--- config.mk ---
export PLATFORM = sky130hd
export DESIGN_NAME = midi_fm_voice_allocator
export DESIGN_NICKNAME = d
export VERILOG_FILES = /design/src/design/mfva_pkg.sv /design/src/design/midi_fm_voice_allocator.sv /design/src/design/mfva_front.sv /design/src/design/mfva_back.sv
export VERILOG_INCLUDE_DIRS = /design/src /design/src/design
export SDC_FILE = /design/constraint.sdc
export NUM_CORES = 1
export LEC_CHECK = 0
export BUFFER_PORTS_ARGS = -buffer_cell sky130_fd_sc_hd__buf_2
export CORE_MARGIN = 4
export CORE_UTILIZATION = 43
export CTS_CLUSTER_SIZE = 28
export DETAILED_ROUTE_END_ITERATION = 10
export SLEW_MARGIN = 25
export SYNTH_ARGS = -nofsm -noshare
export SYNTH_HDL_FRONTEND = slang
export SYNTH_SLANG_ARGS = --single-unit
--- constraint.sdc ---
create_clock -name clk_i -period 14.89 [get_ports clk_i]
set_input_delay 0.7445 -clock clk_i [delete_from_list [all_inputs] [get_ports clk_i]]
set_output_delay 0.7445 -clock clk_i [all_outputs]
set_load 0.05 [all_outputs]
--- src/design/assert_macros.svh ---
// Assertion macros for the allocator RTL.
// No dependencies.
`ifndef ASSERT_MACROS_SVH
`define ASSERT_MACROS_SVH
// implication checked every clock, disabled in reset
`define ASSERT_IMPL(label, clk, rst_n, ante, cons) \
  label: assert property (@(posedge clk) disable iff (!rst_n) (ante) |-> (cons)) \
    else $error("assertion failed");
// plain invariant
`define ASSERT_ALWAYS(label, clk, rst_n, prop) \
  label: assert property (@(posedge clk) disable iff (!rst_n) (prop)) \
    else $error("assertion failed");
`endif

--- src/design/mfva_pkg.sv ---
// Types, constants and key tables of the MIDI FM voice allocator.
// No dependencies.
package mfva_pkg;

  localparam logic [1:0] CMD_NOTE_ON  = 2'd0;
  localparam logic [1:0] CMD_NOTE_OFF = 2'd1;

  localparam logic [1:0] CFG_DRUM_CHANNEL   = 2'd0;
  localparam logic [1:0] CFG_DRUM_KEY_LOW   = 2'd1;
  localparam logic [1:0] CFG_DRUM_KEY_HIGH  = 2'd2;
  localparam logic [1:0] CFG_DRUM_PITCH_KEY = 2'd3;

  localparam logic [7:0] REG_FLOW   = 8'hA0;
  localparam logic [7:0] REG_FHIGH  = 8'hB0;
  localparam logic [7:0] KEY_ON_BIT = 8'h20;
  localparam logic [7:0] HIGH_MASK  = 8'h3F;

  localparam int OQ_DEPTH = 4;

  localparam logic [9:0] FNUM_LOW [30] = '{
    10'd182, 10'd192, 10'd204, 10'd216, 10'd229, 10'd242, 10'd257, 10'd272,
    10'd288, 10'd306, 10'd324, 10'd343, 10'd363, 10'd385, 10'd408, 10'd432,
    10'd458, 10'd485, 10'd514, 10'd544, 10'd577, 10'd611, 10'd647, 10'd686,
    10'd727, 10'd770, 10'd816, 10'd864, 10'd915, 10'd970
  };

  typedef enum logic [1:0] {OP_NONE, OP_ON, OP_REL, OP_OFF} op_kind_e;

  typedef enum logic [2:0] {
    S_IDLE, S_SCAN, S_APPLY, S_EMIT_LO, S_EMIT_HI, S_FLUSH
  } seq_state_e;

  typedef struct packed {
    op_kind_e    kind;
    logic [3:0]  ch;
    logic [6:0]  key;
    logic        sound;
    logic [6:0]  pitch;
    logic [31:0] age;
  } op_t;

  typedef struct packed {
    logic [7:0] idx;
    logic [7:0] val;
    logic       last;
  } wr_t;

  typedef struct packed {
    logic       stall;
    logic [2:0] ocount;
  } back_status_t;

  // clamped frequency number; keys 30..113 repeat the last octave of the low table
  function automatic logic [9:0] key_fnum(input logic [6:0] key);
    logic [6:0] r;
    r = 7'(key - 7'd30);
    if (key < 7'd30) return FNUM_LOW[key[4:0]];
    if (key >= 7'd114) return 10'd1023;
    for (int j = 0; j < 6; j++) begin
      if (r >= 7'd12) r = 7'(r - 7'd12);
    end
    return FNUM_LOW[5'(r + 7'd18)];
  endfunction

  function automatic logic [2:0] key_block(input logic [6:0] key);
    logic [6:0] k;
    logic [2:0] b;
    k = 7'(key - 7'd30);
    b = 3'd1;
    if (key < 7'd30) return 3'd0;
    for (int j = 1; j < 7; j++) begin
      if (k >= 7'(12 * j)) b = 3'(j + 1);
    end
    return b;
  endfunction

endpackage

--- src/design/midi_fm_voice_allocator.sv ---
// MIDI FM voice allocator. A sounding note-on takes the back end through pop, a serial
// scan over the voices, apply, two write steps and flush; when nothing sounds, the write
// steps are skipped. Note-off and release also scan the voices serially, a release
// stopping at its first active match, then flush; other events are only popped.
// Two-entry op queue in front; a full four-entry result queue stalls the back end.
// Reset (async, active low) clears all voice state, shadows, counter and queues.
module midi_fm_voice_allocator #(
  parameter int VOICE_COUNT = 9
) (
  input  logic       clk_i,
  input  logic       rst_ni,
  input  logic       push,
  output logic       full,
  input  logic [1:0] cmd_i,
  input  logic [3:0] midi_channel_i,
  input  logic [6:0] note_key_i,
  input  logic [6:0] velocity_i,
  output logic       empty,
  input  logic       pop,
  output logic [7:0] reg_index_o,
  output logic [7:0] reg_value_o,
  output logic       last_o,
  input  logic       cfg_valid_i,
  output logic       cfg_ready_o,
  input  logic [1:0] cfg_index_i,
  input  logic [6:0] cfg_data_i
);
`include "assert_macros.svh"

  logic                   op_valid, op_pop;
  mfva_pkg::op_t          op;
  mfva_pkg::back_status_t status;

  assign cfg_ready_o = 1'b1;

  mfva_front u_front (
    .clk_i, .rst_ni, .push, .full, .cmd_i, .midi_channel_i, .note_key_i,
    .velocity_i, .cfg_valid_i, .cfg_index_i, .cfg_data_i,
    .op_valid_o(op_valid), .op_o(op), .op_pop_i(op_pop)
  );

  mfva_back #(.VOICE_COUNT(VOICE_COUNT)) u_back (
    .clk_i, .rst_ni, .op_valid_i(op_valid), .op_i(op), .op_pop_o(op_pop),
    .pop, .empty, .reg_index_o, .reg_value_o, .last_o, .status_o(status)
  );

  `ASSERT_ALWAYS(a_oq_bound, clk_i, rst_ni, status.ocount <= 3'(mfva_pkg::OQ_DEPTH))
  `ASSERT_IMPL(a_stall_full, clk_i, rst_ni, status.stall, status.ocount == 3'(mfva_pkg::OQ_DEPTH))

endmodule

--- src/design/mfva_front.sv ---
// Front end: config registers, event counter, event classification, op queue.
// Depends on mfva_pkg.
module mfva_front (
  input  logic               clk_i,
  input  logic               rst_ni,
  input  logic               push,
  output logic               full,
  input  logic [1:0]         cmd_i,
  input  logic [3:0]         midi_channel_i,
  input  logic [6:0]         note_key_i,
  input  logic [6:0]         velocity_i,
  input  logic               cfg_valid_i,
  input  logic [1:0]         cfg_index_i,
  input  logic [6:0]         cfg_data_i,
  output logic               op_valid_o,
  output mfva_pkg::op_t      op_o,
  input  logic               op_pop_i
);

  logic [3:0]  drum_ch_q;
  logic [6:0]  drum_lo_q, drum_hi_q, drum_pitch_q;
  logic [31:0] cnt_q, cnt_d;
  mfva_pkg::op_t q_q [2];
  mfva_pkg::op_t op_new;
  logic        wr_q, rd_q;
  logic [1:0]  fill_q, fill_d;
  logic        acc;

  assign full = (fill_q == 2'd2);
  assign acc  = push && !full;
  assign op_valid_o = (fill_q != 2'd0);
  assign op_o = q_q[rd_q];

  always_comb begin
    cnt_d = acc ? cnt_q + 32'd1 : cnt_q;
    op_new.ch    = midi_channel_i;
    op_new.key   = note_key_i;
    op_new.age   = cnt_q + 32'd1;
    op_new.sound = 1'b1;
    op_new.pitch = note_key_i;
    if (midi_channel_i == drum_ch_q) begin
      op_new.pitch = drum_pitch_q;
      op_new.sound = (note_key_i >= drum_lo_q) && (note_key_i <= drum_hi_q);
    end
    priority if (cmd_i == mfva_pkg::CMD_NOTE_ON) begin
      op_new.kind = (velocity_i == 7'd0) ? mfva_pkg::OP_REL : mfva_pkg::OP_ON;
    end else if (cmd_i == mfva_pkg::CMD_NOTE_OFF) begin
      op_new.kind = mfva_pkg::OP_OFF;
    end else begin
      op_new.kind = mfva_pkg::OP_NONE;
    end
    fill_d = fill_q + {1'b0, acc} - {1'b0, op_pop_i && op_valid_o};
  end

  always_ff @(posedge clk_i or negedge rst_ni) begin
    if (!rst_ni) begin
      drum_ch_q    <= 4'd9;
      drum_lo_q    <= 7'd35;
      drum_hi_q    <= 7'd75;
      drum_pitch_q <= 7'd35;
      cnt_q        <= 32'd0;
      wr_q         <= 1'b0;
      rd_q         <= 1'b0;
      fill_q       <= 2'd0;
    end else begin
      if (cfg_valid_i) begin
        unique case (cfg_index_i)
          mfva_pkg::CFG_DRUM_CHANNEL:   drum_ch_q    <= cfg_data_i[3:0];
          mfva_pkg::CFG_DRUM_KEY_LOW:   drum_lo_q    <= cfg_data_i;
          mfva_pkg::CFG_DRUM_KEY_HIGH:  drum_hi_q    <= cfg_data_i;
          mfva_pkg::CFG_DRUM_PITCH_KEY: drum_pitch_q <= cfg_data_i;
          default: ;
        endcase
      end
      cnt_q  <= cnt_d;
      fill_q <= fill_d;
      if (acc) wr_q <= !wr_q;
      if (op_pop_i && op_valid_o) rd_q <= !rd_q;
    end
  end

  always_ff @(posedge clk_i) begin
    if (acc) q_q[wr_q] <= op_new;
  end

endmodule

--- src/design/mfva_back.sv ---
// Back end: voice state, serial voice scan sequencer, write shadowing, result queue.
// Depends on mfva_pkg.
module mfva_back #(
  parameter int VOICE_COUNT = 9
) (
  input  logic                   clk_i,
  input  logic                   rst_ni,
  input  logic                   op_valid_i,
  input  mfva_pkg::op_t          op_i,
  output logic                   op_pop_o,
  input  logic                   pop,
  output logic                   empty,
  output logic [7:0]             reg_index_o,
  output logic [7:0]             reg_value_o,
  output logic                   last_o,
  output mfva_pkg::back_status_t status_o
);

  localparam int IW = (VOICE_COUNT > 1) ? $clog2(VOICE_COUNT) : 1;
  localparam logic [IW-1:0] LAST_V = IW'(VOICE_COUNT - 1);

  logic [6:0]  vkey_q [VOICE_COUNT], vkey_d [VOICE_COUNT];
  logic [3:0]  vch_q  [VOICE_COUNT], vch_d  [VOICE_COUNT];
  logic [31:0] vage_q [VOICE_COUNT], vage_d [VOICE_COUNT];
  logic        vact_q [VOICE_COUNT], vact_d [VOICE_COUNT];
  logic [7:0]  lo_q   [VOICE_COUNT], lo_d   [VOICE_COUNT];
  logic [7:0]  hi_q   [VOICE_COUNT], hi_d   [VOICE_COUNT];

  mfva_pkg::seq_state_e st_q, st_d;
  mfva_pkg::op_t op_q, op_d;
  logic [IW-1:0] idx_q, idx_d, match_idx_q, match_idx_d, best_q, best_d, sel_q, sel_d;
  logic          match_v_q, match_v_d, best_act_q, best_act_d;
  logic [31:0]   best_age_q, best_age_d;
  logic          pend_v_q, pend_v_d;
  logic [7:0]    pend_idx_q, pend_idx_d, pend_val_q, pend_val_d;

  mfva_pkg::wr_t oq_q [mfva_pkg::OQ_DEPTH];
  logic [1:0]    ow_q, or_q;
  logic [2:0]    oc_q;
  logic          ofull, opush;
  mfva_pkg::wr_t oq_in;

  logic          em, can_emit, go, hit, last_i;
  logic [7:0]    em_idx, em_val, nv, lo_new, hi_new;
  logic [9:0]    fnum;
  logic [IW-1:0] v;

  assign ofull    = (oc_q == 3'(mfva_pkg::OQ_DEPTH));
  assign empty    = (oc_q == 3'd0);
  assign reg_index_o = oq_q[or_q].idx;
  assign reg_value_o = oq_q[or_q].val;
  assign last_o      = oq_q[or_q].last;
  assign can_emit = !pend_v_q || !ofull;
  assign status_o.stall  = em && !can_emit;
  assign status_o.ocount = oc_q;

  always_comb begin
    vkey_d = vkey_q; vch_d = vch_q; vage_d = vage_q; vact_d = vact_q;
    lo_d = lo_q; hi_d = hi_q;
    st_d = st_q; op_d = op_q; idx_d = idx_q;
    match_idx_d = match_idx_q; match_v_d = match_v_q;
    best_d = best_q; best_act_d = best_act_q; best_age_d = best_age_q;
    sel_d = sel_q;
    pend_v_d = pend_v_q; pend_idx_d = pend_idx_q; pend_val_d = pend_val_q;
    op_pop_o = 1'b0;
    opush = 1'b0;
    oq_in = '0;
    em = 1'b0; em_idx = '0; em_val = '0;
    hit = (vch_q[idx_q] == op_q.ch) && (vkey_q[idx_q] == op_q.key);
    last_i = (idx_q == LAST_V);
    nv = hi_q[idx_q] & ~mfva_pkg::KEY_ON_BIT;
    fnum = mfva_pkg::key_fnum(op_q.pitch);
    lo_new = fnum[7:0];
    hi_new = (hi_q[sel_q] & ~mfva_pkg::HIGH_MASK) |
             {2'b00, 1'b1, mfva_pkg::key_block(op_q.pitch), fnum[9:8]};
    v = match_v_q ? match_idx_q : best_q;
    go = 1'b1;

    unique case (st_q)
      mfva_pkg::S_IDLE: begin
        if (op_valid_i) begin
          op_pop_o = 1'b1;
          op_d = op_i;
          idx_d = '0;
          match_v_d = 1'b0;
          st_d = (op_i.kind == mfva_pkg::OP_NONE) ? mfva_pkg::S_IDLE : mfva_pkg::S_SCAN;
        end
      end
      mfva_pkg::S_SCAN: begin
        unique case (op_q.kind)
          mfva_pkg::OP_ON: begin
            if (hit && !match_v_q) begin
              match_v_d = 1'b1;
              match_idx_d = idx_q;
            end
            priority if (idx_q == '0 ||
                         (best_act_q && !vact_q[idx_q]) ||
                         ((best_act_q == vact_q[idx_q]) && (best_age_q > vage_q[idx_q]))) begin
              best_d = idx_q;
              best_act_d = vact_q[idx_q];
              best_age_d = vage_q[idx_q];
            end else begin
            end
            if (last_i) st_d = mfva_pkg::S_APPLY;
            else idx_d = idx_q + IW'(1);
          end
          mfva_pkg::OP_REL, mfva_pkg::OP_OFF: begin
            if (hit && (vact_q[idx_q] || op_q.kind == mfva_pkg::OP_OFF)) begin
              if (nv != hi_q[idx_q]) begin
                em = 1'b1;
                em_idx = mfva_pkg::REG_FHIGH + 8'(idx_q);
                em_val = nv;
              end
            end
            go = !em || can_emit;
            if (go) begin
              if (hit && (vact_q[idx_q] || op_q.kind == mfva_pkg::OP_OFF)) begin
                hi_d[idx_q] = nv;
                vact_d[idx_q] = 1'b0;
              end
              if (last_i || (hit && vact_q[idx_q] && op_q.kind == mfva_pkg::OP_REL))
                st_d = mfva_pkg::S_FLUSH;
              else
                idx_d = idx_q + IW'(1);
            end
          end
          default: st_d = mfva_pkg::S_FLUSH;
        endcase
      end
      mfva_pkg::S_APPLY: begin
        vage_d[v] = op_q.age;
        vkey_d[v] = op_q.key;
        vch_d[v]  = op_q.ch;
        vact_d[v] = 1'b1;
        sel_d = v;
        st_d = op_q.sound ? mfva_pkg::S_EMIT_LO : mfva_pkg::S_FLUSH;
      end
      mfva_pkg::S_EMIT_LO: begin
        if (lo_new != lo_q[sel_q]) begin
          em = 1'b1;
          em_idx = mfva_pkg::REG_FLOW + 8'(sel_q);
          em_val = lo_new;
        end
        go = !em || can_emit;
        if (go) begin
          lo_d[sel_q] = lo_new;
          st_d = mfva_pkg::S_EMIT_HI;
        end
      end
      mfva_pkg::S_EMIT_HI: begin
        if (hi_new != hi_q[sel_q]) begin
          em = 1'b1;
          em_idx = mfva_pkg::REG_FHIGH + 8'(sel_q);
          em_val = hi_new;
        end
        go = !em || can_emit;
        if (go) begin
          hi_d[sel_q] = hi_new;
          st_d = mfva_pkg::S_FLUSH;
        end
      end
      mfva_pkg::S_FLUSH: begin
        if (!pend_v_q) begin
          st_d = mfva_pkg::S_IDLE;
        end else if (!ofull) begin
          opush = 1'b1;
          oq_in = '{idx: pend_idx_q, val: pend_val_q, last: 1'b1};
          pend_v_d = 1'b0;
          st_d = mfva_pkg::S_IDLE;
        end
      end
      default: st_d = mfva_pkg::S_IDLE;
    endcase

    if (em && can_emit) begin
      if (pend_v_q) begin
        opush = 1'b1;
        oq_in = '{idx: pend_idx_q, val: pend_val_q, last: 1'b0};
      end
      pend_v_d = 1'b1;
      pend_idx_d = em_idx;
      pend_val_d = em_val;
    end
  end

  always_ff @(posedge clk_i or negedge rst_ni) begin
    if (!rst_ni) begin
      for (int i = 0; i < VOICE_COUNT; i++) begin
        vkey_q[i] <= '0; vch_q[i] <= '0; vage_q[i] <= '0; vact_q[i] <= 1'b0;
        lo_q[i] <= '0; hi_q[i] <= '0;
      end
      st_q <= mfva_pkg::S_IDLE;
      pend_v_q <= 1'b0;
      ow_q <= '0;
      or_q <= '0;
      oc_q <= '0;
    end else begin
      vkey_q <= vkey_d; vch_q <= vch_d; vage_q <= vage_d; vact_q <= vact_d;
      lo_q <= lo_d; hi_q <= hi_d;
      st_q <= st_d;
      pend_v_q <= pend_v_d;
      if (opush) ow_q <= ow_q + 2'd1;
      if (pop && !empty) or_q <= or_q + 2'd1;
      oc_q <= oc_q + {2'b00, opush} - {2'b00, pop && !empty};
    end
  end

  always_ff @(posedge clk_i) begin
    op_q <= op_d;
    idx_q <= idx_d;
    match_idx_q <= match_idx_d;
    match_v_q <= match_v_d;
    best_q <= best_d;
    best_act_q <= best_act_d;
    best_age_q <= best_age_d;
    sel_q <= sel_d;
    pend_idx_q <= pend_idx_d;
    pend_val_q <= pend_val_d;
    if (opush) oq_q[ow_q] <= oq_in;
  end

endmodule
==> results.toml, run 1 <==
[run_status]
status = "completed"

[worst_setup_path]
slowest_stage = "or4_1"
cpMostUsedCell = "ha_1"
path_max_fanout = 15
cp.required_ns = 15.44
worstPathArrival_ns = 14.36
start_kind = "flop"
worst-setup-path-type = "flop to flop"
max_stage_delay_ns = 0.75
worstSetupEndpointType = "flop"

[die]
die-area_sq_um = 109000
io_pins = 54
die_x_um = 331
core_area_sq_um = 103000
start_util_pct = 43.3
rows = 118
die_h_um = 331

[finish]
fin_nets = 3635
fill_cells = 9265
diodes = 0
layout-drive-gt1-share_pct = 27.2
stdcell_count = 4982
synthToLayoutAreaGrowth_pct = 10.8

[yosys]
seq_area_frac_synth_pct = 53.3
ys.warnings.count = 0
ys_types = 105
ys_ff_latch = 895
syn_inst = 3536
async_flop_share_pct = 68.4
synth_top_family_by_area = "multiplexers"
avgSynthCellArea_sq_um = 12.6
synth-main-ff-cell = "dfrtp_1"
synth_compound_area_share_pct = 10.1
synth_adder_area_share_pct = 2.31
yosys.area_share.simple_pct = 7.11
syn_nets = 3652
synth.area.mux_share_pct = 21.9
syn_area_sq_um = 44700
synthXorXnorAreaFrac_pct = 2.18
synth_edf_count = 283

[timing]
fmax_ghz = 0.0724
setup_viol_count_final = 0
timing.final.crit_share_pct = 92.8
finalCriticalPeriod_ns = 13.82
finalMaxSlewViolations = 0
worst_pin_slew_ns = 1.09
hold_slack_ns = 0.110
slew_headroom_pct = 27.2
rsz0062_at_grt = "false"
finClkSkew_ns = 0.0603
tns_ns = 0
hold_violations = 0

[grt]
antenna_found_initial = 0
grt-ovfl-total = 0
grt_pass1_wl_um = 174000
grt_max_degree = 163
grt.total_usage_pct = 20.2
grt_pass1_vias = 29000

[clock_tree]
cts_root_buf = "clkbuf_16"
cts_tree = "yes"
cts_buffer_depth = 3
clock_latency_ns = 0.68
cts_sinks = 895
cts_made_buffers = 96
cts.clk_slew.worst_paths_ns = 0.06
cts_htree_levels = 3

[routing]
ant_nets = 0
wl_per_cell_um = 22.1
vias_per_cell = 5.74
dr.pass1.iters = 6
drc = 0
drt_iter0_markers = 2208
vias = 28600
routed_wirelength_um = 110000

[placement]
dp_cells = 4799
place.gp.congestion = 0.908
portBuffers = 51
dpl.hpwl_um = 67200

[worst_hold_path]
hold_class = "input pin to asynchronous set/reset pin"

[flow_run]
drv_cap = 0
[through the flow]
stage,utilization [%],area [sq um],worst slack [ns]
global placement,44.9,46400,1.78
floorplan,-,44700,3.67
finish,48.0,49600,1.07
CTS,47.9,49500,1.28
detailed placement,44.9,46400,1.25
global route,48.0,49600,0.122
[cell type report]
cell class | instances | area (sq um) | area share, %
clock buffer | 145 | 2730 | 5.50
clock inverter | 36 | 404 | 0.815
inverter | 113 | 424 | 0.856
multi-input combinational | 2295 | 19600 | 39.6
sequential | 895 | 23800 | 48.1
tap | 1380 | 1730 | 3.48
timing repair buffer | 118 | 826 | 1.67
[final timing paths]
| check | startpoint | to | slack (ns) | depth (start not counted) |
|---|---|---|---|---|
| max | u_back.op_q[33]$_DFFE_PP_ | u_back.lo_q[12]$_DFFE_PN0P_ | 1.07 | 50 |
| min | rst_ni | u_front.drum_hi_q[4]$_DFFE_PN0P_ | 0.11 | 1 |
| max reg2reg | u_back.op_q[33]$_DFFE_PP_ | u_back.lo_q[12]$_DFFE_PN0P_ | 1.07 | 50 |
| min reg2reg | u_back.vact_q[2]$_DFFE_PN0P_ | u_back.vact_q[2]$_DFFE_PN0P_ | 0.48 | 1 |
| max in group asynchronous | rst_ni | u_back.vage_q[101]$_DFFE_PN0P_ | 12.64 | 3 |
| min in group clk_i | midi_channel_i[0] | u_front.q_q[0][47]$_DFFE_PP_ | 0.29 | 1 |
[cells in the final DEF (no fill, tap or decap), types with 36 or more instances in the layout]
| cell | instances |
|---|---|
| clkbuf_16 | 97 |
| a21oi_1 | 148 |
| inv_1 | 111 |
| a22oi_1 | 44 |
| mux2_2 | 570 |
| buf_2 | 50 |
| mux4_2 | 69 |
| o2bb2ai_1 | 49 |
| nand3_1 | 61 |
| xor2_1 | 37 |
| clkbuf_1 | 36 |
| o21ai_0 | 101 |
| buf_4 | 61 |
| dfrtp_1 | 598 |
| nand2_1 | 160 |
| mux2i_1 | 166 |
| xnor2_1 | 67 |
| nor2_1 | 181 |
| and3_1 | 43 |
| edfxtp_1 | 283 |
| ha_1 | 81 |
[state kept, by name, summed over array words and instances (netlist names), 8 cells and up]
register	flops
u_back.vch_q	36
u_back.vact_q	9
u_front.cnt_q	32
u_back.best_age_q	32
u_back.op_q	53
u_back.vkey_q	63
u_front.q_q	106
u_back.vage_q	288
u_back.pend_val_q	8
u_back.hi_q	72
u_back.lo_q	72
u_back.oq_q	60
[layer usage]
metal  global-route usage, %  routed length [um]  up-vias
li1                        -                   -    13100
met2                    32.9               51800      712
met4                    5.40                2680        0
met1                    28.4               50300    14600
met5                       0                   0        -
met3                    3.08                5070      179
[worst max-delay path: cells and delay by family (launching register included)]
kind	cells	cell delay, ns
DFF	1	0.66
adders and majority gates	7	2.64
muxes	3	0.69
buffers and inverters	7	1.43
AOI/OAI and AO/OA	13	3.31
and+or+nand+nor	19	4.78
xor gates and xnor gates	1	0.17
[Yosys cell counts, types with 12 or more instances]
master,number,area [sq um]
a21o_1,26,195
a21oi_1,150,751
a221o_1,13,130
a22o_1,34,298
a22oi_1,44,330
a31oi_1,16,100
and2_1,29,181
and3_1,44,275
buf_1,44,165
clkbuf_1,163,612
dfrtp_1,600,15000
dfstp_2,12,315
edfxtp_1,283,8500
ha_1,81,1010
inv_1,111,417
mux2_2,570,6420
mux2i_1,166,1660
mux4_2,69,1550
nand2_1,160,601
nand2b_1,27,169
nand3_1,61,305
nand4_1,22,138
nor2_1,190,713
nor2b_1,21,131
nor3_1,30,150
o211ai_1,14,105
o21ai_0,101,505
o21ai_1,14,70.1
o22a_1,33,289
o22ai_1,33,206
o2bb2ai_1,49,429
xnor2_1,67,587
xor2_1,37,324
[cell families (layout without fill, tap and decap cells)]
family	Yosys count	in the layout
flops	895	895
mux	817	817
simple gates	645	645
compound gates	642	642
buf+inv	346	412
xor+xnor	107	107
fa+ha+maj	82	82
other cells	2	2
[repair_timing]
item,CTS,global route
endpoints found under the setup margin,0,17
resized for setup,0,1
hold buffers,0,0
buffers inserted,0,2
Power of run 1 is not shown: default switching activity piles up to over one toggle a cycle in this logic, so the estimate is an artifact.
==> run 2, diff against run 1 <==
--- a/config.mk
+++ b/config.mk
@@ -9,8 +9,10 @@
 export BUFFER_PORTS_ARGS = -buffer_cell sky130_fd_sc_hd__buf_2
 export CORE_MARGIN = 4
 export CORE_UTILIZATION = 43
+export CTS_BUF_LIST = sky130_fd_sc_hd__clkbuf_4 sky130_fd_sc_hd__clkbuf_8 sky130_fd_sc_hd__clkbuf_16
 export CTS_CLUSTER_SIZE = 28
 export DETAILED_ROUTE_END_ITERATION = 10
+export REMOVE_ABC_BUFFERS = 1
 export SLEW_MARGIN = 25
 export SYNTH_ARGS = -nofsm -noshare
 export SYNTH_HDL_FRONTEND = slang
==> results.toml, run 2 (same netlist as run 1, synthesis figures left out) <==
[routing]
wl_per_cell_um = 22.3
ant_nets = 0
drt_iter0_markers = 2183
drc = 0
vias = 28700
vias_per_cell = 5.76
dr.pass1.iters = 7
routed_wirelength_um = 111000

[run_status]
status = "completed"

[die]
core_area_sq_um = 103000
die_h_um = 331
die-area_sq_um = 109000
rows = 118
io_pins = 54
die_x_um = 331
start_util_pct = 43.3

[finish]
layout_common_cells = "598 x dfrtp_1, 570 x mux2_2, 283 x edfxtp_1"
top_register = "u_back.vage_q"
synthToLayoutAreaGrowth_pct = 11.1
final_common_cell = "dfrtp_1"
fill_cells = 9205
largest_reg_flops = 288
layout-drive-gt1-share_pct = 28.0
diodes = 0
multi_input_area_sq_um = 19600
fin_nets = 3634
top_regs = "u_back.vage_q: 288 flops, u_front.q_q: 106 flops"
seqCellArea_sq_um = 23800

[placement]
dpl.hpwl_um = 67900
place.gp.congestion = 0.885
portBuffers = 51

[worst_setup_path]
slowest_stage = "or4_1"
worstPathArrival_ns = 14.25
max_stage_delay_ns = 0.77
cp_top_family = "simple AND/OR/NAND/NOR gates"
cpMostUsedCell = "ha_1"
crit_buf_inv = 6
path_max_fanout = 15
ff2ff_setup_slack_ns = 1.20
r2r_start = "u_back.op_q[35]$_DFFE_PP_"
rr_worst_depth = 51
start_kind = "flop"
worstSetupEndpointType = "flop"
r2r_end = "u_back.lo_q[8]$_DFFE_PN0P_"
worst-setup-path-type = "flop to flop"
cp.required_ns = 15.45

[grt]
grt_max_degree = 156
grt-ovfl-total = 0
antenna_found_initial = 2
grt_pass1_vias = 29100
grt.total_usage_pct = 20.4
grt_pass1_wl_um = 175000

[timing]
fmax_ghz = 0.0730
hold_violations = 0
finalMaxSlewViolations = 0
rsz0062_at_grt = "false"
tns_ns = 0
timing.final.crit_share_pct = 91.9
finalCriticalPeriod_ns = 13.69
finClkSkew_ns = 0.0463
slew_headroom_pct = 24.2
setup_viol_count_final = 0
worst_pin_slew_ns = 1.14

[clock_tree]
cts_hold_buf = 0
cts_buffer_depth = 3
cts.clk_slew.worst_paths_ns = 0.06
cts_made_buffers = 96
cts_tree = "yes"
clock_latency_ns = 0.69
cts_root_buf = "clkbuf_16"
cts_sinks = 895
cts_htree_levels = 3

[flow_run]
drv_cap = 0

[worst_hold_path]
hold_class = "input pin to asynchronous set/reset pin"
==> run 2: changes by cell type in the layout (fill, tap and decap cells not counted), sizes merged <==
cell | before | now
inv | 113 | 114
buf | 118 | 117
clkinvlp | 1 | 3
clkbuf | 145 | 133
bufinv | 5 | 6
clkinv | 30 | 37
==> run 2: cell type report <==
type	instances	share of cell area [%]
multi-input cells	2295	39.5
well taps	1380	3.47
flip-flops and latches	895	47.9
clock buffers	133	5.64
clock inverters	47	0.974
repair buffers	117	1.63
inverters	113	0.853
==> run 2: layer usage <==
metal | vias to the layer above | global-route usage, % | wire [um]
li1 | 13100 | - | -
met1 | 14600 | 28.5 | 50300
met2 | 762 | 33.2 | 52500
met3 | 203 | 3.28 | 5350
met5 | - | 0 | 0
met4 | 0 | 5.90 | 2950
==> run 2: repair_timing <==
action / CTS / global route
endpoints found under the setup margin: 0 / 190
buffers inserted: 0 / 2
resized for setup: 0 / 1
==> run 2: through the flow <==
stage                     area [sq um]  hold slack [ns]  utilization (%)  std cells  worst slack (ns)
final                            49700            0.149             48.1       4980              1.20
after global routing             49700            0.204             48.1       4980            0.0135
after CTS                        49700            0.171             48.1       4977             0.986
after detailed placement         46400            0.461             44.9       4797              1.03
after global placement           46400            0.459             44.9       4797              1.57
after floorplan                  43800            0.440                -       3303              1.36
==> run 2: worst max-delay path by stage <==
| stage | from | to | slack [ns] | cells past startpoint |
|---|---|---|---|---|
| 5_1_grt | u_back.op_q[35]$_DFFE_PP_ | u_back.lo_q[9]$_DFFE_PN0P_ | 0.01 | 51 |
| 3_3_place_gp | u_back.op_q[35]$_DFFE_PP_ | u_back.lo_q[8]$_DFFE_PN0P_ | 1.57 | 49 |
| 2_1_floorplan | u_back.op_q[33]$_DFFE_PP_ | u_back.hi_q[14]$_DFFE_PN0P_ | 1.36 | 45 |
| 3_5_place_dp | u_back.op_q[35]$_DFFE_PP_ | u_back.lo_q[14]$_DFFE_PN0P_ | 1.03 | 51 |
| 6_report | u_back.op_q[35]$_DFFE_PP_ | u_back.lo_q[8]$_DFFE_PN0P_ | 1.20 | 51 |
| 4_1_cts | u_back.op_q[35]$_DFFE_PP_ | u_back.lo_q[8]$_DFFE_PN0P_ | 0.99 | 51 |
==> run 2: worst register-to-register path, delay by kind of cell, from the launching register on <==
kind | cells | cell delay [ns]
AOI/OAI and AO/OA | 11 | 2.47
adders and majority gates | 8 | 2.72
buffers and inverters | 6 | 1.16
DFF | 1 | 0.64
muxes | 3 | 0.80
and+or+nand+nor | 23 | 5.79
Power of run 2 is left out for the same reason.
